$ cat src/design/csu_pkg.sv
// Shared types, constants and cursor bitmap tables for the cursor save-under overlay.
package csu_pkg;

   // Cursor geometry
   localparam int unsigned CURSOR_COLS = 12;
   localparam int unsigned CURSOR_ROWS = 18;
   localparam int unsigned CELL_COUNT  = CURSOR_COLS * CURSOR_ROWS;
   localparam int unsigned IDX_W       = $clog2(CELL_COUNT);

   localparam logic [3:0] LAST_COL = 4'd11;
   localparam logic [4:0] LAST_ROW = 5'd17;

   // Field widths
   localparam int unsigned COORD_W  = 13;
   localparam int unsigned STRIDE_W = 14;
   localparam int unsigned ADDR_W   = 25;
   localparam int unsigned PIXEL_W  = 32;

   // Cursor colors
   localparam logic [PIXEL_W-1:0] COLOR_FILL = 32'h00FF_FFFF;
   localparam logic [PIXEL_W-1:0] COLOR_EDGE = 32'h0011_1111;

   // Item kinds carried on tuser
   localparam logic MODE_DRAW  = 1'b0;
   localparam logic MODE_ERASE = 1'b1;

   // Control register indexes
   typedef enum logic [2:0] {
      CSR_CURSOR_X       = 3'd0,
      CSR_CURSOR_Y       = 3'd1,
      CSR_SURFACE_WIDTH  = 3'd2,
      CSR_SURFACE_HEIGHT = 3'd3,
      CSR_SURFACE_STRIDE = 3'd4
   } csr_index_type;

   // Placement result: cell inside the surface and its framebuffer address
   typedef struct packed {
      logic              visible;
      logic [ADDR_W-1:0] addr;
   } place_type;

   // Outline bitmap, bit 11 is the leftmost column
   function automatic logic [11:0] edge_row(input logic [4:0] row);
      logic [11:0] bits;
      case (row)
         5'd0:    bits = 12'h800;
         5'd1:    bits = 12'hC00;
         5'd2:    bits = 12'hE00;
         5'd3:    bits = 12'hF00;
         5'd4:    bits = 12'hF80;
         5'd5:    bits = 12'hFC0;
         5'd6:    bits = 12'hFE0;
         5'd7:    bits = 12'hFF0;
         5'd8:    bits = 12'hFF8;
         5'd9:    bits = 12'hFFC;
         5'd10:   bits = 12'hFFE;
         5'd11:   bits = 12'hFC0;
         5'd12:   bits = 12'hEC0;
         5'd13:   bits = 12'hC60;
         5'd14:   bits = 12'h060;
         5'd15:   bits = 12'h060;
         5'd16:   bits = 12'h030;
         5'd17:   bits = 12'h030;
         default: bits = 12'h000;
      endcase
      return bits;
   endfunction

   // Fill bitmap, bit 11 is the leftmost column
   function automatic logic [11:0] body_row(input logic [4:0] row);
      logic [11:0] bits;
      case (row)
         5'd1:    bits = 12'h400;
         5'd2:    bits = 12'h600;
         5'd3:    bits = 12'h700;
         5'd4:    bits = 12'h780;
         5'd5:    bits = 12'h7C0;
         5'd6:    bits = 12'h7E0;
         5'd7:    bits = 12'h7F0;
         5'd8:    bits = 12'h7F8;
         5'd9:    bits = 12'h7C0;
         5'd10:   bits = 12'h7C0;
         5'd11:   bits = 12'h6C0;
         5'd12:   bits = 12'h440;
         5'd13:   bits = 12'h060;
         5'd14:   bits = 12'h060;
         5'd15:   bits = 12'h020;
         5'd16:   bits = 12'h030;
         default: bits = 12'h000;
      endcase
      return bits;
   endfunction

endpackage

$ cat src/design/csu_place.sv
// Screen placement of one cursor cell: clip against the surface and form the address.
module csu_place (
   input  logic [csu_pkg::COORD_W-1:0]  origin_x,
   input  logic [csu_pkg::COORD_W-1:0]  origin_y,
   input  logic [3:0]                   cell_col,
   input  logic [4:0]                   cell_row,
   input  logic [csu_pkg::COORD_W-1:0]  surface_width,
   input  logic [csu_pkg::COORD_W-1:0]  surface_height,
   input  logic [csu_pkg::STRIDE_W-1:0] surface_stride,
   output csu_pkg::place_type           place
);
   import csu_pkg::*;

   logic signed [COORD_W:0]        screen_x;
   logic signed [COORD_W:0]        screen_y;
   logic [COORD_W+STRIDE_W-1:0]    row_base;

   // Signed screen position, one bit wider than the origin
   assign screen_x = $signed({origin_x[COORD_W-1], origin_x}) + $signed({10'b0, cell_col});
   assign screen_y = $signed({origin_y[COORD_W-1], origin_y}) + $signed({9'b0, cell_row});

   // Clip: negative or past the surface edge
   assign place.visible = !screen_x[COORD_W] && !screen_y[COORD_W] &&
                          (screen_x[COORD_W-1:0] < surface_width) &&
                          (screen_y[COORD_W-1:0] < surface_height);

   // Address wraps at the address width
   assign row_base   = screen_y[COORD_W-1:0] * surface_stride;
   assign place.addr = row_base[ADDR_W-1:0] + {{(ADDR_W-COORD_W){1'b0}}, screen_x[COORD_W-1:0]};

endmodule

$ cat config.mk
export PLATFORM = sky130hd
export DESIGN_NAME = csu_place
export DESIGN_NICKNAME = d
export VERILOG_FILES = /design/src/design/csu_pkg.sv /design/src/design/csu_place.sv
export SDC_FILE = /design/constraint.sdc
export NUM_CORES = 1
export LEC_CHECK = 0
export ABC_AREA = 0
export BUFFER_PORTS_ARGS = -buffer_cell sky130_fd_sc_hd__buf_2
export CORE_ASPECT_RATIO = 1.75
export CORE_MARGIN = 10
export CORE_UTILIZATION = 42
export DETAILED_ROUTE_END_ITERATION = 12
export SLEW_MARGIN = 30
export SYNTH_ARGS = -nofsm -noshare
export SYNTH_HDL_FRONTEND = slang
export SYNTH_SLANG_ARGS = --single-unit
$ cat constraint.sdc
create_clock -name vclk -period 11.65
set_input_delay 1.165 -clock vclk [all_inputs]
set_output_delay 1.165 -clock vclk [all_outputs]
set_load 0.02 [all_outputs]
# Yosys cells after proc, flatten, opt, wreduce, memory -nomap -nowiden
# Cells that the tools add are included.
[word_totals] reg_bits=0 latchBits=0 ram_bits=0 rom_bits=0 inputBits=75 output_inout_bits=26 wordCells=11 n_memories=0
[classes] n_addsub=3 n_mul=1 div_mod_pow=0 magnitude_cmp=2 eq_ne=0 n_shift=0 muxes=0 bitwise=0 reduce_logical=5
[ops] operator="< comparator 13 bit" count=2
[ops] operator="adder 25 x 13 -> 25 bit" count=1
[ops] operator="multiplier 13 x 14 -> 25 bit" count=1
[ops] operator="adder 13 x 5 -> 14 bit" count=1
[ops] operator="adder 13 x 6 -> 14 bit" count=1
[ops] operator="logical AND 1 bit" count=3
[ops] operator="logical NOT 1 bit" count=2

# Depth between registers and ports, before layout
# Gate-level depths: netlist (run 1).
[logic_depth] depth_word=5 ltp_mapped=29 ltp_nobuf=28

# Least setup slack after synthesis (run 1)
# Ideal clock, no wire load.
[synth_path] path_type="input to output" start="in origin_y[0] (netlist name)" end="out place[19] (netlist name)" t_arrival_ps=7692 required_ps=10485 path_slack_ps=2793 stages=27 n_path_buf=1 path_cell_list="ha_1 > inv_1 > fa_1 > nor2b_1 > o31a_1 > or2_2 > nand2_1 > xnor2_1 > clkbuf_1 > nand2_1 > fa_1 > fa_1 > inv_1 > fa_1 > fa_1 > fa_1 > inv_1 > fa_1 > inv_1 > ha_1 > a21o_1 > a21o_1 > a21oi_1 > o31a_2 > nand2b_1 > a211oi_1 > a311o_1"
[synth_rtl] item="start: declaration" line="csu_place.sv:4" source="input logic [csu_pkg::COORD_W-1:0] origin_y,"
[synth_rtl] item="end: declaration" line="csu_place.sv:10" source="output csu_pkg::place_type place"

==> results.tsv, run 1 <==
metric	value	unit
outcome	finished, final reports clean	
peak fanout along the critical path	15	
CP most frequent cell	fa_1	
Netlist cell types	45	
crit path from	origin_y[1]	
Global Route Usage Sum	0.168	
post-cts hold buffer count	0	
register area	0	um^2
share of layout cells above drive strength 1	0.127	
Final Hold Viols	0	
Mapped Nets	1211	
grt ovf	0	
Core Area	0.0175	mm^2
WP buf/inv	7	
Startpoint Class	input port	
vias in the first global route	6629	
final worst path period need	9500	ps
Starting Density	0.426	
Die W	121	um
worst rel slew slack	0.415	
crit path DAT	8330	ps
Max Clock Freq	105	MHz
# clk buffers	0	
maximum capacitance violations	0	
via count	6050	
kind of cell adding the most delay to the critical path	adder cells	
gpl congestion	0.897	
Seq/Total Area, Yosys	0	
Slew Limit Fails	0	
DRT Pass-1 Iters	4	
DPL Wire Length	17900	um
synth warn	0	
final WL	19700	um
CP Class	in -> out	
commonest cells after routing, fill and taps aside	inv_1, fa_1, nand2_1	
Finished Layout Cells	1194	
seq_cells	0	
Post-Syn Area	0.00744	mm^2
Setup Fix Bufs, Post-CTS	0	
final net count	1295	
slowest CP cell	fa_1	
port buffer count	101	
Placed Cells	1193	
Final ANT Viol Nets	0	
row count	64	
post-synthesis instance total	880	
post-cts gate resize count	0	
Final period util	0.815	
RSZ-0062 raised after global routing	false	
first-pass GRT wire length	32600	um
mean post-synth cell area	8.45	um^2
Required @ worst endpoint	10490	ps
DRC	0	
HP Class	in -> out	
most common cell after layout, fill and taps aside	inv_1	
measured slew at the worst slew-check pin	873	ps
Ports	101	
drt wl/cell	16.5	um
Die Height	196	um
largest net degree at the start of global routing	16	
Setup Total Neg Slack	0	ps
DRT iter0 DRCs	228	
Critical Path End Type	output pin	
Worst path depth	29	
final count of negative-setup-slack endpoints	0	
end of the critical path	place[19]	
post-DR vias/cell	5.07	
antenna violations before repair	1	
Worst path max stage delay	550	ps
die area	0.0236	mm^2
area grow syn2layout	10.4	%
-- layer usage --
layer  track usage  part of all wire  vias up
li1              -                 -     2892
met1         0.162              0.33     3009
met2         0.360              0.61      120
met3        0.0147             0.035       29
met4        0.0337             0.022        0
met5             0                 0        -
-- synthesized netlist by cell type, types with 6 or more instances --
cell / count / area, um^2
a21oi_1: 28 / 140
xnor2_1: 30 / 263
o21bai_1: 9 / 67.6
nand4_1: 9 / 56.3
a21o_1: 13 / 97.6
and2_1: 72 / 450
o21ai_0: 21 / 105
inv_1: 186 / 698
nand2b_1: 6 / 37.5
fa_1: 142 / 2840
ha_1: 114 / 1430
nand2_1: 126 / 473
nand3_1: 6 / 30.0
clkbuf_1: 26 / 97.6
nor2b_1: 6 / 37.5
xor2_1: 15 / 131
a211oi_1: 9 / 67.6
nor2_1: 24 / 90.1
-- stage by stage --
step           worst slack [ps]  utilization  hold slack (ps)  cell area [um^2]
2_1_floorplan              2790            -             2540              7440
5_1_grt                    1710        0.471             2850              8220
6_report                   2150        0.471             2790              8220
3_5_place_dp               2110        0.470             2800              8210
4_1_cts                    2110        0.470             2800              8210
3_3_place_gp               2230        0.470             2800              8210
-- worst min path at each step --
| stage | from | to | slack, ps | cells after the start |
|---|---|---|---|---|
| floorplan | origin_x[12] | place[25] | 2540 | 3 |
| global placement | origin_x[12] | place[25] | 2800 | 5 |
| detailed placement | origin_x[12] | place[25] | 2800 | 5 |
| CTS | origin_x[12] | place[25] | 2800 | 5 |
| global route | origin_x[12] | place[25] | 2850 | 5 |
| finish | origin_x[12] | place[25] | 2790 | 5 |
-- area by class of cell --
type / count / area [um^2]
Fill cell: 1840 / 9240
Multi-Input combinational cell: 667 / 6660
Inverter: 186 / 698
Timing Repair Buffer: 109 / 566
Tap cell: 231 / 289
Antenna cell: 1 / 2.50
-- logic make-up after synthesis --
family,Yosys count,synth area share
buf+inv,213,0.108
xor+xnor,46,0.0560
fa+ha+maj,256,0.574
compound gates,102,0.0913
simple gates,263,0.171
Power of run 1 is left out: the tool's default activity adds up to more than one toggle a clock period on the data nets, which glitch-free logic cannot reach.
==> inputs of run 2 (changes only) <==
==> constraint.sdc (replaced) <==
create_clock -name vclk -period 8.3
set_input_delay 0.83 -clock vclk [all_inputs]
set_output_delay 0.83 -clock vclk [all_outputs]
set_load 0.02 [all_outputs]
==> run 2 against run 1 <==
Core utilization is 5.2 points higher. Design area up 11%. Final cell count increased by 5.5%. Wire length up 9.6%. Global-route usage grew 0.98 points. Setup slack got worse by 2000 ps.
==> results.tsv, run 2 (same netlist as run 1, synthesis figures left out) <==
metric	value	unit	change
outcome	finished, final reports clean		unchanged
DRT iter0 DRCs	178		was 228
crit path DAT	7290	ps	was 8330 ps
Worst path max stage delay	570	ps	was 550 ps
Starting Density	0.426		unchanged
gpl congestion	0.926		was 0.897
final net count	1361		was 1295
Startpoint Class	input port		unchanged
maximum capacitance violations	0		unchanged
grt ovf	0		unchanged
CP most frequent cell	fa_1		unchanged
Final Hold Viols	0		unchanged
share of layout cells above drive strength 1	0.232		was 0.127
via count	6380		was 6050
post-cts hold buffer count	0		unchanged
# clk buffers	0		unchanged
setup ws final	178	ps	was 2150 ps
commonest cells after routing, fill and taps aside	inv_1, fa_1, nand2_1		unchanged
DRT Pass-1 Iters	4		unchanged
Die Height	196	um	unchanged
Final period util	0.979		
CP Class	in -> out		unchanged
Required @ worst endpoint	7470	ps	was 10490 ps
Placed Cells	1247		was 1193
measured slew at the worst slew-check pin	645	ps	was 873 ps
DPL Wire Length	18900	um	was 17900 um
DP Worst Slack	-422	ps	was 2110 ps
Critical Path End Type	output pin		unchanged
peak fanout along the critical path	7		was 15
area grow syn2layout	22.6	%	was 10.4%
Global Route Usage Sum	0.178		was 0.168
final count of negative-setup-slack endpoints	0		unchanged
largest net degree at the start of global routing	16		unchanged
Finished Layout Cells	1260		was 1194
vias in the first global route	6988		was 6629
Final ANT Viol Nets	0		unchanged
RSZ-0062 raised after global routing	true		was false
port buffer count	101		unchanged
hold slack	2120	ps	was 2790 ps
slowest CP cell	fa_2		was fa_1
Slew Limit Fails	0		unchanged
register area	0	um^2	unchanged
HP Class	in -> out		unchanged
drt wl/cell	17.1	um	was 16.5 um
Ports	101		unchanged
post-DR vias/cell	5.06		was 5.07
Core Util, Final	0.522		was 0.471
worst rel slew slack	0.566		was 0.415
Max Clock Freq	123	MHz	
most common cell after layout, fill and taps aside	inv_1		unchanged
Core Area	0.0175	mm^2	unchanged
final WL	21600	um	was 19700 um
Die W	121	um	unchanged
die area	0.0236	mm^2	unchanged
antenna violations before repair	1		unchanged
row count	64		unchanged
# fillers	1751		was 1840
final worst path period need	8120	ps	
first-pass GRT wire length	34200	um	was 32600 um
seq_cells	0		unchanged
DRC	0		unchanged
-- run 2: changes by cell type in the layout (fill, tap and decap cells not counted), moves of 7 or more --
cell	delta
ha_4	+10
a21oi_1	-10
ha_1	-11
inv_2	+7
a21oi_2	+8
buf_6	+8
buf_4	+62
inv_1	-7
buf_2	-7
-- run 2: final timing paths --
kind	from	endpoint	cells after the start
setup / recovery	cell_row[0]	place[19]	31
hold / removal	origin_x[12]	place[25]	5
-- run 2: area by class of cell --
| cell class | count | area (um^2) | area share |
|---|---|---|---|
| antenna | 1 | 2.50 | 0.000274 |
| inverter | 186 | 698 | 0.0766 |
| multi-input combinational | 667 | 6980 | 0.766 |
| tap | 231 | 289 | 0.0317 |
| timing repair buffer | 175 | 1150 | 0.126 |
-- run 2: critical path: cells and delay by family --
kind / cells / cell delay, ps
adder cells (fa/ha/maj): 9 / 3600
AO/OA/AOI/OAI: 7 / 1330
buffers and inverters: 9 / 870
AND/OR/NAND/NOR: 5 / 560
XOR/XNOR: 1 / 110
-- run 2: per-stage QoR --
| stage | instance area [um^2] | setup TNS [ps] |
|---|---|---|
| 6_report | 9120 | 0 |
| 5_1_grt | 9120 | -87.0 |
| 4_1_cts | 8830 | 0 |
| 3_5_place_dp | 8610 | -3320 |
| 3_3_place_gp | 8610 | -1760 |
| 2_1_floorplan | 7440 | 0 |
-- run 2: timing repair --
| action | in CTS | in global routing |
|---|---|---|
| setup buffers | 5 | 9 |
| resized for setup | 33 | 49 |
| pin swaps | 14 | 59 |
| setup endpoints to repair | 13 | 13 |
-- run 2: routing by layer --
layer | vias to the layer above | GRT usage | share of wire
li1 | 3026 | - | -
met1 | 3187 | 0.169 | 0.33
met4 | 0 | 0.0543 | 0.034
met2 | 128 | 0.378 | 0.61
met5 | - | 0 | 0
met3 | 39 | 0.0124 | 0.026
Power of run 2 is left out for the same reason.
==> inputs of run 3 (changes only) <==
--- a/config.mk
+++ b/config.mk
@@ -6,7 +6,7 @@
 export NUM_CORES = 1
 export LEC_CHECK = 0
 export ABC_AREA = 0
-export BUFFER_PORTS_ARGS = -buffer_cell sky130_fd_sc_hd__buf_2
+export BUFFER_PORTS_ARGS = -buffer_cell sky130_fd_sc_hd__buf_4
 export CORE_ASPECT_RATIO = 1.75
 export CORE_MARGIN = 10
 export CORE_UTILIZATION = 42
@@ -15,3 +15,4 @@
 export SYNTH_ARGS = -nofsm -noshare
 export SYNTH_HDL_FRONTEND = slang
 export SYNTH_SLANG_ARGS = --single-unit
+export TNS_END_PERCENT = 30
==> constraint.sdc (replaced) <==
create_clock -name vclk -period 9.04
set_input_delay 0.904 -clock vclk [all_inputs]
set_output_delay 0.904 -clock vclk [all_outputs]
set_load 0.02 [all_outputs]
==> run 3 against run 2 <==
Design area shrank 6.4%. Critical path type unchanged. Sequential share of layout area unchanged. Critical endpoint unchanged. First-iteration DRC count is 15% higher. Setup slack improved by 210 ps.
==> results.tsv, run 3 (same netlist as run 1, synthesis figures left out) <==
metric	value	unit	change
outcome	finished, final reports clean		unchanged
end of the critical path	place[19]		unchanged
worst rel slew slack	0.581		was 0.566
first-pass GRT wire length	33700	um	was 34200 um
Die W	121	um	unchanged
CP most frequent cell	fa_1		unchanged
seq_cells	0		unchanged
Final ANT Viol Nets	0		unchanged
final worst path period need	8650	ps	
Critical Path End Type	output pin		unchanged
largest net degree at the start of global routing	16		unchanged
drt wl/cell	17.0	um	was 17.1 um
crit path from	origin_y[1]		was cell_row[0]
Max Clock Freq	116	MHz	
Final Hold Viols	0		unchanged
register area	0	um^2	unchanged
peak fanout along the critical path	15		was 7
Core Area	0.0175	mm^2	unchanged
Startpoint Class	input port		unchanged
share of layout cells above drive strength 1	0.136		was 0.232
vias in the first global route	6727		was 6988
area grow syn2layout	14.8	%	was 22.6%
die area	0.0236	mm^2	unchanged
# clk buffers	0		unchanged
row count	64		unchanged
grt ovf	0		unchanged
most common cell after layout, fill and taps aside	inv_1		unchanged
final count of negative-setup-slack endpoints	0		unchanged
crit path DAT	7750	ps	was 7290 ps
Final period util	0.957		
gpl congestion	0.879		was 0.926
Starting Density	0.426		unchanged
Worst path max stage delay	540	ps	was 570 ps
antenna violations before repair	0		was 1
maximum capacitance violations	0		unchanged
Setup Total Neg Slack	0	ps	unchanged
measured slew at the worst slew-check pin	628	ps	was 645 ps
# fillers	1745		was 1751
DRT iter0 DRCs	204		was 178
HP Class	in -> out		unchanged
RSZ-0062 raised after global routing	false		was true
Slew Limit Fails	0		unchanged
via count	6131		was 6380
DRC	0		unchanged
port buffer count	101		unchanged
DRT Pass-1 Iters	4		unchanged
final WL	20500	um	was 21600 um
final net count	1306		was 1361
DPL Wire Length	18600	um	was 18900 um
n_diodes	0		was 1
CP Class	in -> out		unchanged
Ports	101		unchanged
slowest CP cell	fa_1		was fa_2
post-DR vias/cell	5.09		was 5.06
commonest cells after routing, fill and taps aside	inv_1, fa_1, nand2_1		unchanged
Required @ worst endpoint	8140	ps	was 7470 ps
Global Route Usage Sum	0.174		was 0.178
Die Height	196	um	unchanged
[run 3: worst min-delay path by stage]
stage | startpoint | end | cells past startpoint
after floorplan | origin_x[12] | place[25] | 3
after global placement | origin_x[12] | place[25] | 5
after detailed placement | origin_x[12] | place[25] | 5
after CTS | origin_x[12] | place[25] | 5
after global routing | origin_x[12] | place[25] | 5
final | origin_x[12] | place[25] | 5
[run 3: per-layer routing]
metal,share of wire,global-route usage
met2,0.62,0.372
met1,0.33,0.166
met3,0.029,0.0124
met5,0,0
met4,0.024,0.0467
[run 3: layout make-up]
| class | instances | area, um^2 | area share |
|---|---|---|---|
| tap | 231 | 289 | 0.0339 |
| inverter | 186 | 698 | 0.0818 |
| timing repair buffer | 120 | 901 | 0.106 |
| multi-input combinational | 667 | 6650 | 0.779 |
[run 3: timing repair]
action,4_1_cts,5_1_grt
hold buffers,0,0
endpoints found under the setup margin,0,11
buffers inserted,0,2
gates resized for setup,0,2
[run 3: critical path: cells and delay by family]
kind	cells	cell delay, ps
xor+xnor	1	60
simple gates	3	460
fa+ha+maj	8	3730
compound gates	10	1890
buf+inv	7	670
[run 3: metrics by stage]
step                      hold WS (ps)  cells  setup slack (ps)  utilization  area [um^2]
final                             2240   1204               390        0.489         8540
after global routing              2280   1204              25.6        0.489         8540
after CTS                         2250   1202               155        0.488         8510
after detailed placement          2250   1202               175        0.488         8510
after global placement            2260   1202               258        0.488         8510
after floorplan                   2020    880               705            -         7440
Power of run 3 is left out for the same reason.
